## src/rtl/rfb_pkg.sv

```systemverilog
package rfb_pkg;

  typedef enum logic [2:0] {
    CMD_REG_WRITE = 3'd0,
    CMD_REG_READ  = 3'd1,
    CMD_VAR_WRITE = 3'd2,
    CMD_VAR_READ  = 3'd3,
    CMD_DATA      = 3'd4
  } rfb_cmd_e;

  localparam logic [7:0] BYTE_REG_WRITE = 8'h80;
  localparam logic [7:0] BYTE_REG_READ  = 8'h81;
  localparam logic [7:0] BYTE_VAR_WRITE = 8'h82;
  localparam logic [7:0] BYTE_VAR_READ  = 8'h83;

  localparam logic [15:0] CRC_POLY = 16'hA001;

  // Byte slots of a frame, in send order; a job is a mask over them.
  localparam int unsigned NumSlots = 12;
  localparam int unsigned SLOT_H1   = 0;
  localparam int unsigned SLOT_H2   = 1;
  localparam int unsigned SLOT_LEN  = 2;
  localparam int unsigned SLOT_CMD  = 3;
  localparam int unsigned SLOT_AHI  = 4;
  localparam int unsigned SLOT_ALO  = 5;
  localparam int unsigned SLOT_CNT  = 6;
  localparam int unsigned SLOT_DHI  = 7;
  localparam int unsigned SLOT_DLO  = 8;
  localparam int unsigned SLOT_CRCH = 9;
  localparam int unsigned SLOT_CRCL = 10;
  localparam int unsigned SLOT_MIS  = 11;

  typedef logic [NumSlots-1:0] rfb_mask_t;

  // Slots whose bytes feed the CRC
  localparam rfb_mask_t CRC_COVER = rfb_mask_t'((1 << SLOT_CMD) | (1 << SLOT_AHI) |
                                                (1 << SLOT_ALO) | (1 << SLOT_CNT) |
                                                (1 << SLOT_DHI) | (1 << SLOT_DLO));

  typedef struct packed {
    logic [7:0] header_first;
    logic [7:0] header_second;
    logic       crc_en;
  } rfb_cfg_t;

  typedef struct packed {
    rfb_mask_t   mask;
    logic        close;
    logic [7:0]  cmd_byte;
    logic [7:0]  len_byte;
    logic [15:0] address;
    logic [7:0]  count;
    logic [15:0] data;
  } rfb_job_t;

  typedef struct packed {
    logic [7:0] out_byte;
    logic       run_last;
    logic       frame_end;
    logic       misuse_flag;
  } rfb_result_t;

  function automatic logic [15:0] crc_update(logic [15:0] crc, logic [7:0] b);
    logic [15:0] c;
    c = crc ^ {8'h00, b};
    for (int i = 0; i < 8; i++) begin
      if (c[0]) begin
        c = (c >> 1) ^ CRC_POLY;
      end else begin
        c = c >> 1;
      end
    end
    return c;
  endfunction

endpackage

```

## src/rtl/rfb_fifo.sv

```systemverilog
module rfb_fifo #(
  parameter int unsigned Width = 8,
  parameter int unsigned Depth = 2
) (
  input  logic             clk_i,
  input  logic             rst_ni,
  input  logic             push_i,
  input  logic [Width-1:0] wdata_i,
  output logic             full_o,
  input  logic             pop_i,
  output logic [Width-1:0] rdata_o,
  output logic             empty_o
);

  localparam int unsigned PtrW = (Depth > 1) ? $clog2(Depth) : 1;
  localparam int unsigned CntW = $clog2(Depth + 1);
  localparam logic [PtrW-1:0] LastPtr = PtrW'(Depth - 1);
  localparam logic [CntW-1:0] FullCnt = CntW'(Depth);

  logic [Width-1:0] mem_q [Depth];
  logic [PtrW-1:0]  wptr_q, wptr_d, rptr_q, rptr_d;
  logic [CntW-1:0]  cnt_q, cnt_d;
  logic             do_push, do_pop;

  assign full_o  = (cnt_q == FullCnt);
  assign empty_o = (cnt_q == '0);
  assign do_push = push_i && !full_o;
  assign do_pop  = pop_i && !empty_o;
  assign rdata_o = mem_q[rptr_q];

  always_comb begin
    wptr_d = wptr_q;
    rptr_d = rptr_q;
    cnt_d  = cnt_q;
    if (do_push) begin
      wptr_d = (wptr_q == LastPtr) ? '0 : wptr_q + 1'b1;
    end
    if (do_pop) begin
      rptr_d = (rptr_q == LastPtr) ? '0 : rptr_q + 1'b1;
    end
    if (do_push && !do_pop) begin
      cnt_d = cnt_q + 1'b1;
    end else if (do_pop && !do_push) begin
      cnt_d = cnt_q - 1'b1;
    end
  end

  always_ff @(posedge clk_i or negedge rst_ni) begin
    if (!rst_ni) begin
      wptr_q <= '0;
      rptr_q <= '0;
      cnt_q  <= '0;
    end else begin
      wptr_q <= wptr_d;
      rptr_q <= rptr_d;
      cnt_q  <= cnt_d;
    end
  end

  always_ff @(posedge clk_i) begin
    if (do_push) begin
      mem_q[wptr_q] <= wdata_i;
    end
  end

endmodule

```

## src/rtl/rfb_front.sv

```systemverilog
module rfb_front (
  input  logic              clk_i,
  input  logic              rst_ni,
  input  rfb_pkg::rfb_cfg_t cfg_i,
  input  logic              take_i,
  input  logic [2:0]        command_i,
  input  logic [15:0]       address_i,
  input  logic [7:0]        count_i,
  input  logic [15:0]       data_i,
  output rfb_pkg::rfb_job_t job_o
);

  logic       frame_open_q, frame_open_d;
  logic       word_elem_q, word_elem_d;
  logic [7:0] left_q, left_d;

  logic [1:0] extra;
  logic [8:0] reg_len;
  logic [9:0] var_len;
  logic [7:0] left_dec;
  logic       bad;
  rfb_pkg::rfb_mask_t crc_tail;

  assign extra    = {cfg_i.crc_en, 1'b0};
  assign reg_len  = {1'b0, count_i} + 9'd2 + 9'(extra);
  assign var_len  = {1'b0, count_i, 1'b1} + 10'd2 + 10'(extra);
  assign left_dec = left_q - 8'd1;
  assign crc_tail = cfg_i.crc_en ?
                    rfb_pkg::rfb_mask_t'((1 << rfb_pkg::SLOT_CRCH) | (1 << rfb_pkg::SLOT_CRCL)) :
                    '0;

  always_comb begin
    job_o          = '0;
    job_o.address  = address_i;
    job_o.count    = count_i;
    job_o.data     = data_i;
    frame_open_d   = frame_open_q;
    word_elem_d    = word_elem_q;
    left_d         = left_q;
    bad            = 1'b0;

    unique case (command_i)
      rfb_pkg::CMD_REG_WRITE: begin
        bad            = frame_open_q || (reg_len > 9'd255);
        job_o.cmd_byte = rfb_pkg::BYTE_REG_WRITE;
        job_o.len_byte = reg_len[7:0];
        job_o.close    = (count_i == 8'd0);
        job_o.mask     = rfb_pkg::rfb_mask_t'((1 << rfb_pkg::SLOT_H1) | (1 << rfb_pkg::SLOT_H2) |
                         (1 << rfb_pkg::SLOT_LEN) | (1 << rfb_pkg::SLOT_CMD) |
                         (1 << rfb_pkg::SLOT_ALO)) | (job_o.close ? crc_tail : '0);
        frame_open_d   = (count_i != 8'd0);
        word_elem_d    = 1'b0;
        left_d         = count_i;
      end
      rfb_pkg::CMD_REG_READ: begin
        bad            = frame_open_q;
        job_o.cmd_byte = rfb_pkg::BYTE_REG_READ;
        job_o.len_byte = 8'd3 + 8'(extra);
        job_o.close    = 1'b1;
        job_o.mask     = rfb_pkg::rfb_mask_t'((1 << rfb_pkg::SLOT_H1) | (1 << rfb_pkg::SLOT_H2) |
                         (1 << rfb_pkg::SLOT_LEN) | (1 << rfb_pkg::SLOT_CMD) |
                         (1 << rfb_pkg::SLOT_ALO) | (1 << rfb_pkg::SLOT_CNT)) | crc_tail;
      end
      rfb_pkg::CMD_VAR_WRITE: begin
        bad            = frame_open_q || (var_len > 10'd255);
        job_o.cmd_byte = rfb_pkg::BYTE_VAR_WRITE;
        job_o.len_byte = var_len[7:0];
        job_o.close    = (count_i == 8'd0);
        job_o.mask     = rfb_pkg::rfb_mask_t'((1 << rfb_pkg::SLOT_H1) | (1 << rfb_pkg::SLOT_H2) |
                         (1 << rfb_pkg::SLOT_LEN) | (1 << rfb_pkg::SLOT_CMD) |
                         (1 << rfb_pkg::SLOT_AHI) | (1 << rfb_pkg::SLOT_ALO)) |
                         (job_o.close ? crc_tail : '0);
        frame_open_d   = (count_i != 8'd0);
        word_elem_d    = 1'b1;
        left_d         = count_i;
      end
      rfb_pkg::CMD_VAR_READ: begin
        bad            = frame_open_q;
        job_o.cmd_byte = rfb_pkg::BYTE_VAR_READ;
        job_o.len_byte = 8'd4 + 8'(extra);
        job_o.close    = 1'b1;
        job_o.mask     = rfb_pkg::rfb_mask_t'((1 << rfb_pkg::SLOT_H1) | (1 << rfb_pkg::SLOT_H2) |
                         (1 << rfb_pkg::SLOT_LEN) | (1 << rfb_pkg::SLOT_CMD) |
                         (1 << rfb_pkg::SLOT_AHI) | (1 << rfb_pkg::SLOT_ALO) |
                         (1 << rfb_pkg::SLOT_CNT)) | crc_tail;
      end
      rfb_pkg::CMD_DATA: begin
        bad          = !frame_open_q;
        job_o.close  = (left_dec == 8'd0);
        job_o.mask   = rfb_pkg::rfb_mask_t'(1 << rfb_pkg::SLOT_DLO) |
                       (word_elem_q ? rfb_pkg::rfb_mask_t'(1 << rfb_pkg::SLOT_DHI) : '0) |
                       (job_o.close ? crc_tail : '0);
        frame_open_d = !job_o.close;
        left_d       = left_dec;
      end
      default: begin
        bad = 1'b1;
      end
    endcase

    // reject: one zero word with the flag, state untouched
    if (bad) begin
      job_o.mask   = rfb_pkg::rfb_mask_t'(1 << rfb_pkg::SLOT_MIS);
      job_o.close  = 1'b0;
      frame_open_d = frame_open_q;
      word_elem_d  = word_elem_q;
      left_d       = left_q;
    end
  end

  always_ff @(posedge clk_i or negedge rst_ni) begin
    if (!rst_ni) begin
      frame_open_q <= 1'b0;
      word_elem_q  <= 1'b0;
      left_q       <= '0;
    end else if (take_i) begin
      frame_open_q <= frame_open_d;
      word_elem_q  <= word_elem_d;
      left_q       <= left_d;
    end
  end

endmodule

```

## src/rtl/rfb_back.sv

```systemverilog
module rfb_back (
  input  logic                 clk_i,
  input  logic                 rst_ni,
  input  rfb_pkg::rfb_cfg_t    cfg_i,
  input  logic                 job_valid_i,
  input  rfb_pkg::rfb_job_t    job_i,
  output logic                 job_take_o,
  input  logic                 res_full_i,
  output logic                 res_push_o,
  output rfb_pkg::rfb_result_t res_o
);

  rfb_pkg::rfb_job_t  cur_q, cur_d;
  logic               busy_q, busy_d;
  logic [15:0]        crc_q, crc_d;
  rfb_pkg::rfb_mask_t pick, rest;
  logic [7:0]         slot_byte [rfb_pkg::NumSlots];
  logic [7:0]         sel_byte;
  logic               last_slot;

  assign pick      = cur_q.mask & (~cur_q.mask + 1'b1);
  assign rest      = cur_q.mask & ~pick;
  assign last_slot = (rest == '0);

  always_comb begin
    slot_byte[rfb_pkg::SLOT_H1]   = cfg_i.header_first;
    slot_byte[rfb_pkg::SLOT_H2]   = cfg_i.header_second;
    slot_byte[rfb_pkg::SLOT_LEN]  = cur_q.len_byte;
    slot_byte[rfb_pkg::SLOT_CMD]  = cur_q.cmd_byte;
    slot_byte[rfb_pkg::SLOT_AHI]  = cur_q.address[15:8];
    slot_byte[rfb_pkg::SLOT_ALO]  = cur_q.address[7:0];
    slot_byte[rfb_pkg::SLOT_CNT]  = cur_q.count;
    slot_byte[rfb_pkg::SLOT_DHI]  = cur_q.data[15:8];
    slot_byte[rfb_pkg::SLOT_DLO]  = cur_q.data[7:0];
    slot_byte[rfb_pkg::SLOT_CRCH] = crc_q[15:8];
    slot_byte[rfb_pkg::SLOT_CRCL] = crc_q[7:0];
    slot_byte[rfb_pkg::SLOT_MIS]  = 8'h00;
    sel_byte = '0;
    for (int i = 0; i < rfb_pkg::NumSlots; i++) begin
      sel_byte = sel_byte | (pick[i] ? slot_byte[i] : 8'h00);
    end
  end

  always_comb begin
    res_push_o        = busy_q && !res_full_i;
    res_o.out_byte    = sel_byte;
    res_o.run_last    = last_slot;
    res_o.frame_end   = last_slot && cur_q.close;
    res_o.misuse_flag = pick[rfb_pkg::SLOT_MIS];

    // load the next job when idle or when this word finishes the current one
    job_take_o = job_valid_i && (!busy_q || (res_push_o && last_slot));

    cur_d  = cur_q;
    busy_d = busy_q;
    crc_d  = crc_q;
    if (res_push_o) begin
      cur_d.mask = rest;
      busy_d     = !last_slot;
      if (pick[rfb_pkg::SLOT_H1]) begin
        crc_d = '0;
      end else if ((pick & rfb_pkg::CRC_COVER) != '0) begin
        crc_d = rfb_pkg::crc_update(crc_q, sel_byte);
      end
    end
    if (job_take_o) begin
      cur_d  = job_i;
      busy_d = 1'b1;
    end
  end

  always_ff @(posedge clk_i or negedge rst_ni) begin
    if (!rst_ni) begin
      busy_q <= 1'b0;
      crc_q  <= '0;
    end else begin
      busy_q <= busy_d;
      crc_q  <= crc_d;
    end
  end

  always_ff @(posedge clk_i) begin
    cur_q <= cur_d;
  end

endmodule

```

## src/rtl/register_frame_builder_crc16_top.sv

```systemverilog
// Channel   Handshake          Payload
// input     push / full        command_i, address_i, count_i, data_i
// result    empty / pop        out_byte_o, run_last_o, frame_end_o, misuse_flag_o
// config    cfg_we_i           cfg_index_i, cfg_data_i (0 hdr1, 1 hdr2, 2 crc enable)
//
// Each item yields 1 to 9 frame bytes; the byte sequencer in the back part sends
// one byte per cycle while the result queue has room.
// The CRC is folded in a byte per cycle alongside the sequencer, stalling with it.
// The front accepts an item in the cycle it is offered while the job queue has room.
// Either side may stall; job and result queues absorb the difference.
// Reset clears frame state, the CRC and all queues; config returns to 0x5A, 0xA5, 1.
module register_frame_builder_crc16_top #(
  parameter int unsigned JobDepth = 2,
  parameter int unsigned ResDepth = 2
) (
  input  logic        clk_i,
  input  logic        rst_ni,
  input  logic        push,
  output logic        full,
  input  logic [2:0]  command_i,
  input  logic [15:0] address_i,
  input  logic [7:0]  count_i,
  input  logic [15:0] data_i,
  output logic        empty,
  input  logic        pop,
  output logic [7:0]  out_byte_o,
  output logic        run_last_o,
  output logic        frame_end_o,
  output logic        misuse_flag_o,
  input  logic        cfg_we_i,
  input  logic [1:0]  cfg_index_i,
  input  logic [7:0]  cfg_data_i
);

  localparam logic [1:0] RegHdr1  = 2'd0;
  localparam logic [1:0] RegHdr2  = 2'd1;
  localparam logic [1:0] RegCrcEn = 2'd2;

  rfb_pkg::rfb_cfg_t    cfg_q;
  rfb_pkg::rfb_job_t    job_in, job_out;
  rfb_pkg::rfb_result_t res_in, res_out;
  logic                 take, job_empty, job_take, res_full, res_push;

  always_ff @(posedge clk_i or negedge rst_ni) begin
    if (!rst_ni) begin
      cfg_q.header_first  <= 8'h5A;
      cfg_q.header_second <= 8'hA5;
      cfg_q.crc_en        <= 1'b1;
    end else if (cfg_we_i) begin
      case (cfg_index_i)
        RegHdr1:  cfg_q.header_first  <= cfg_data_i;
        RegHdr2:  cfg_q.header_second <= cfg_data_i;
        RegCrcEn: cfg_q.crc_en        <= cfg_data_i[0];
        default: ;
      endcase
    end
  end

  assign take = push && !full;

  rfb_front u_front (
    .clk_i     (clk_i),
    .rst_ni    (rst_ni),
    .cfg_i     (cfg_q),
    .take_i    (take),
    .command_i (command_i),
    .address_i (address_i),
    .count_i   (count_i),
    .data_i    (data_i),
    .job_o     (job_in)
  );

  rfb_fifo #(
    .Width ($bits(rfb_pkg::rfb_job_t)),
    .Depth (JobDepth)
  ) u_job_q (
    .clk_i   (clk_i),
    .rst_ni  (rst_ni),
    .push_i  (take),
    .wdata_i (job_in),
    .full_o  (full),
    .pop_i   (job_take),
    .rdata_o (job_out),
    .empty_o (job_empty)
  );

  rfb_back u_back (
    .clk_i       (clk_i),
    .rst_ni      (rst_ni),
    .cfg_i       (cfg_q),
    .job_valid_i (!job_empty),
    .job_i       (job_out),
    .job_take_o  (job_take),
    .res_full_i  (res_full),
    .res_push_o  (res_push),
    .res_o       (res_in)
  );

  rfb_fifo #(
    .Width ($bits(rfb_pkg::rfb_result_t)),
    .Depth (ResDepth)
  ) u_res_q (
    .clk_i   (clk_i),
    .rst_ni  (rst_ni),
    .push_i  (res_push),
    .wdata_i (res_in),
    .full_o  (res_full),
    .pop_i   (pop),
    .rdata_o (res_out),
    .empty_o (empty)
  );

  assign out_byte_o    = res_out.out_byte;
  assign run_last_o    = res_out.run_last;
  assign frame_end_o   = res_out.frame_end;
  assign misuse_flag_o = res_out.misuse_flag;

endmodule

```

## config.mk

```make
export PLATFORM = sky130hd
export DESIGN_NAME = register_frame_builder_crc16_top
export DESIGN_NICKNAME = d
export VERILOG_FILES = /design/src/rtl/rfb_pkg.sv /design/src/rtl/rfb_fifo.sv /design/src/rtl/rfb_front.sv /design/src/rtl/rfb_back.sv /design/src/rtl/register_frame_builder_crc16_top.sv
export SDC_FILE = /design/constraint.sdc
export NUM_CORES = 1
export LEC_CHECK = 0
export BUFFER_PORTS_ARGS = -buffer_cell sky130_fd_sc_hd__buf_2
export CORE_ASPECT_RATIO = 1.75
export CORE_MARGIN = 2
export CORE_UTILIZATION = 55
export CTS_CLUSTER_DIAMETER = 80
export DETAILED_ROUTE_END_ITERATION = 7
export GPL_TIMING_DRIVEN = 0
export MAX_ROUTING_LAYER = met4
export PLACE_DENSITY_LB_ADDON = 0.2
export REMOVE_ABC_BUFFERS = 1
export SYNTH_ARGS = -nofsm -noshare
export SYNTH_HDL_FRONTEND = slang
export SYNTH_HIERARCHICAL = 1
export SYNTH_SLANG_ARGS = --single-unit
```

## constraint.sdc

```tcl
create_clock -name clk_i -period 6.23 [get_ports clk_i]
set_input_delay 1.246 -clock clk_i [delete_from_list [all_inputs] [get_ports clk_i]]
set_output_delay 1.246 -clock clk_i [all_outputs]
set_load 0.1 [all_outputs]
```

==> results.cfg <==
[cts]
cts_setup_buffers = 0
cts_sinks = 281
cts-root-buf = clkbuf_16
hold_buffers = 0
clk-insertion-delay-late_ps = 520
cts_buffers = 25
cts_tree = done
ctsHtreeMaxLevel = 1
path_clk_slew_ps = 60
cts_resized = 0
cts_buffer_depth = 3

[synth]
synthFlopType = edfxtp_1
synth_cells = 897
syn_area_per_cell_um2 = 14.71
synth-seq-area-share_pct = 62.08
yosysWarningCount = 6
yosys.area.top_type = edfxtp_1
synth_top_cell_area_share_pct = 52.13
synth_top_cells_by_count = 229 x edfxtp_1, 69 x mux2_4, 54 x buf_4
ys_ff_latch = 281
synthesis.area_um2 = 13190
async_flop_share_pct = 18.51
synth_area_leaders = edfxtp_1 52%, dfrtp_1 8.2%, mux2_4 7.9%
ys_types = 85
yosysMostFrequentCell = edfxtp_1
synth_edf_count = 229

[min_path]
min_path_type = flop to flop

[global_route]
met1_usage_pct = 23.04
grt_use_met2_pct = 35.88
grt_pass1_vias = 7288
grt.met3_usage_pct = 2.702
top_usage_layer = met2
grt_max_degree = 71
grt_overflow = 0
grt_pass1_wl_um = 38470
antenna_found_initial = 1
track_usage_pct = 20.21

[power]
swShare_pct = 35.72
power_switching_mw = 2.831
p_int_mw = 5.095
power_mw = 7.926
p_seq_share_pct = 40.4
leakagePower_nw = 5.319
pwr-share-comb_pct = 40.8
irDropWorstVdd_v = 0.0003428
p_clk_share_pct = 18.8
power_density_nw_per_um2 = 562.2

[die]
die_h_um = 208.9
row_count = 75
die_w_um = 121.1
core_area_um2 = 23740
die_area_um2 = 25290
start_util_pct = 55.56
io_pins = 71

[setup_path]
crit_path_start_kind = flop
cp-end-kind = flop
worst-endpoint-arrival_ps = 5780
critPathRequiredTime_ps = 6670
path_class = flop to flop
critPathMaxFanout = 70

[sta]
drv_slew = 0
clock_skew_ps = 7.898
max_clock_freq_ghz = 0.1875
tightest_slew_ps = 987.3
period_minus_slack_ps = 5335
slew_headroom_pct = 33.61
final-hold-violation-count = 0
final.period_utilization_pct = 85.63
rsz0062_at_grt = no
hold_slack_ps = 510.1
setup_viol = 0

[cells_and_area]
fill_cells = 1826
area_growth_pct = 6.876
register_area_um2 = 8193
fin_cells = 1229
final_nets = 973
drive_gt1_share_pct = 25.22
multi_input_area_um2 = 4182
stdcell_area_um2 = 14100
final_core_util_pct = 59.38

[status]
status = complete, no violations

[placement]
gp_congestion = 0.8653
place.detailed.hpwl_um = 16250
dp.cells = 1185
portBuffers = 70
dpl_cell_area_um2 = 13310

[route]
drt_wl_total_um = 24130
antenna_left = 0
routedWlPerCell_um = 19.64
viasPerCell = 5.714
num_vias = 7023
drcViolationCount = 0
drt_iter0_markers = 455
drt-pass1-iter-count = 4

[run]
maxCapViolCount = 0
## cell type report
| type | count | share of cell area (%) |
|---|---|---|
| inverter | 24 | 0.6390 |
| antenna | 1 | 0.01775 |
| timing repair buffer | 75 | 3.257 |
| clock inverter | 13 | 1.012 |
| multi-input combinational | 497 | 29.66 |
| clock buffer | 30 | 4.570 |
| sequential | 281 | 58.11 |
| tap | 308 | 2.733 |
## kinds of logic (layout without fill, tap and decap cells)
group                    count (synthesis)  count (layout)  synth area share, %
AO/OA/AOI/OAI                          157             157                8.669
XOR/XNOR                                37              37                2.950
adder cells (fa/ha/maj)                 13              13                1.205
buffers and inverters                  123             142                6.431
flip-flops                             281             281                62.08
multiplexers                           104             104                10.81
other                                    1               6              0.02843
AND/OR/NAND/NOR                        181             181                7.825
## critical path, stage by stage, from the launching register on
cell      delay, ps
edfxtp_1        780
or4_4           770
or2_1           380
maj3_2          340
or4_1           420
a211oi_2        330
a21bo_1         370
and2_4          830
o21ai_1         260
ha_1            280
xor2_1          140
nor2_1          140
xor2_1          180
## metrics by stage
stage	setup slack (ps)	TNS, ps
CTS	794.1	0
finish	895.3	0
detailed placement	809.1	0
floorplan	1101	0
global route	487.1	0
global placement	-883.1	-60150
## power by group through the flow
stage                     Sequential (mW)  Combinational (mW)  Clock (mW)
final                                3.20                3.23        1.49
after global routing                 3.27                3.48        1.61
after CTS                            3.21                3.26        1.54
after detailed placement             3.24                3.25           0
after global placement               3.30                3.16           0
after floorplan                      3.13                2.64           0
## final timing paths
path,from,to,slack (ps),cells after the start
max in group asynchronous,rst_ni,u_job_q/rptr_q$_DFFE_PN0P_,4910,1
setup / recovery,u_back/cur_q[57]$_SDFFCE_PN0P_,u_job_q/cnt_q[1]$_DFFE_PN0P_,900,12
hold / removal,cfg_q[7]$_DFFE_PN0P_,cfg_q[7]$_DFFE_PN0P_,510,1
setup reg to reg,u_back/cur_q[57]$_SDFFCE_PN0P_,u_job_q/cnt_q[1]$_DFFE_PN0P_,900,12
min in group asynchronous,rst_ni,u_job_q/wptr_q$_DFFE_PN0P_,780,1
hold reg to reg,cfg_q[7]$_DFFE_PN0P_,cfg_q[7]$_DFFE_PN0P_,510,1
## layer usage
metal  wire length (um)  up-vias
met5                  0        -
met4                700        0
met3                973       44
met2              13040      153
met1               9420     3496
li1                   -     3330
## cell usage in the layout, fill, tap and decap left out, drive strengths merged, types with 4 or more instances in the layout
master and instances:
a211o 4, a211oi 13, a21o 7, a21oi 32, a221o 4, a221oi 9, a22o 11, a22oi 9
and2 6, and3 5, buf 75, clkbuf 30, clkinv 9, conb 5, dfrtp 43, dfstp 9
edfxtp 229, ha 11, inv 23, mux2 101, nand2 36, nand2b 12, nand3 5, nand3b 13
nor2 39, nor2b 20, nor3 13, nor4 12, o21ai 29, o31ai 7, or2 4, or3 5
or4 4, xnor2 18, xor2 15
## state kept, by name, indices dropped and copies added, names as in the netlist, 2 cells and up
name,count
u_job_q/mem_q,138
u_back/cur_q,69
u_res_q/mem_q,22
cfg_q,17
u_back/crc_q,16
u_front/left_q,8
u_job_q/cnt_q,2
u_res_q/cnt_q,2
No activity file was read; power rests on OpenSTA's default activity.
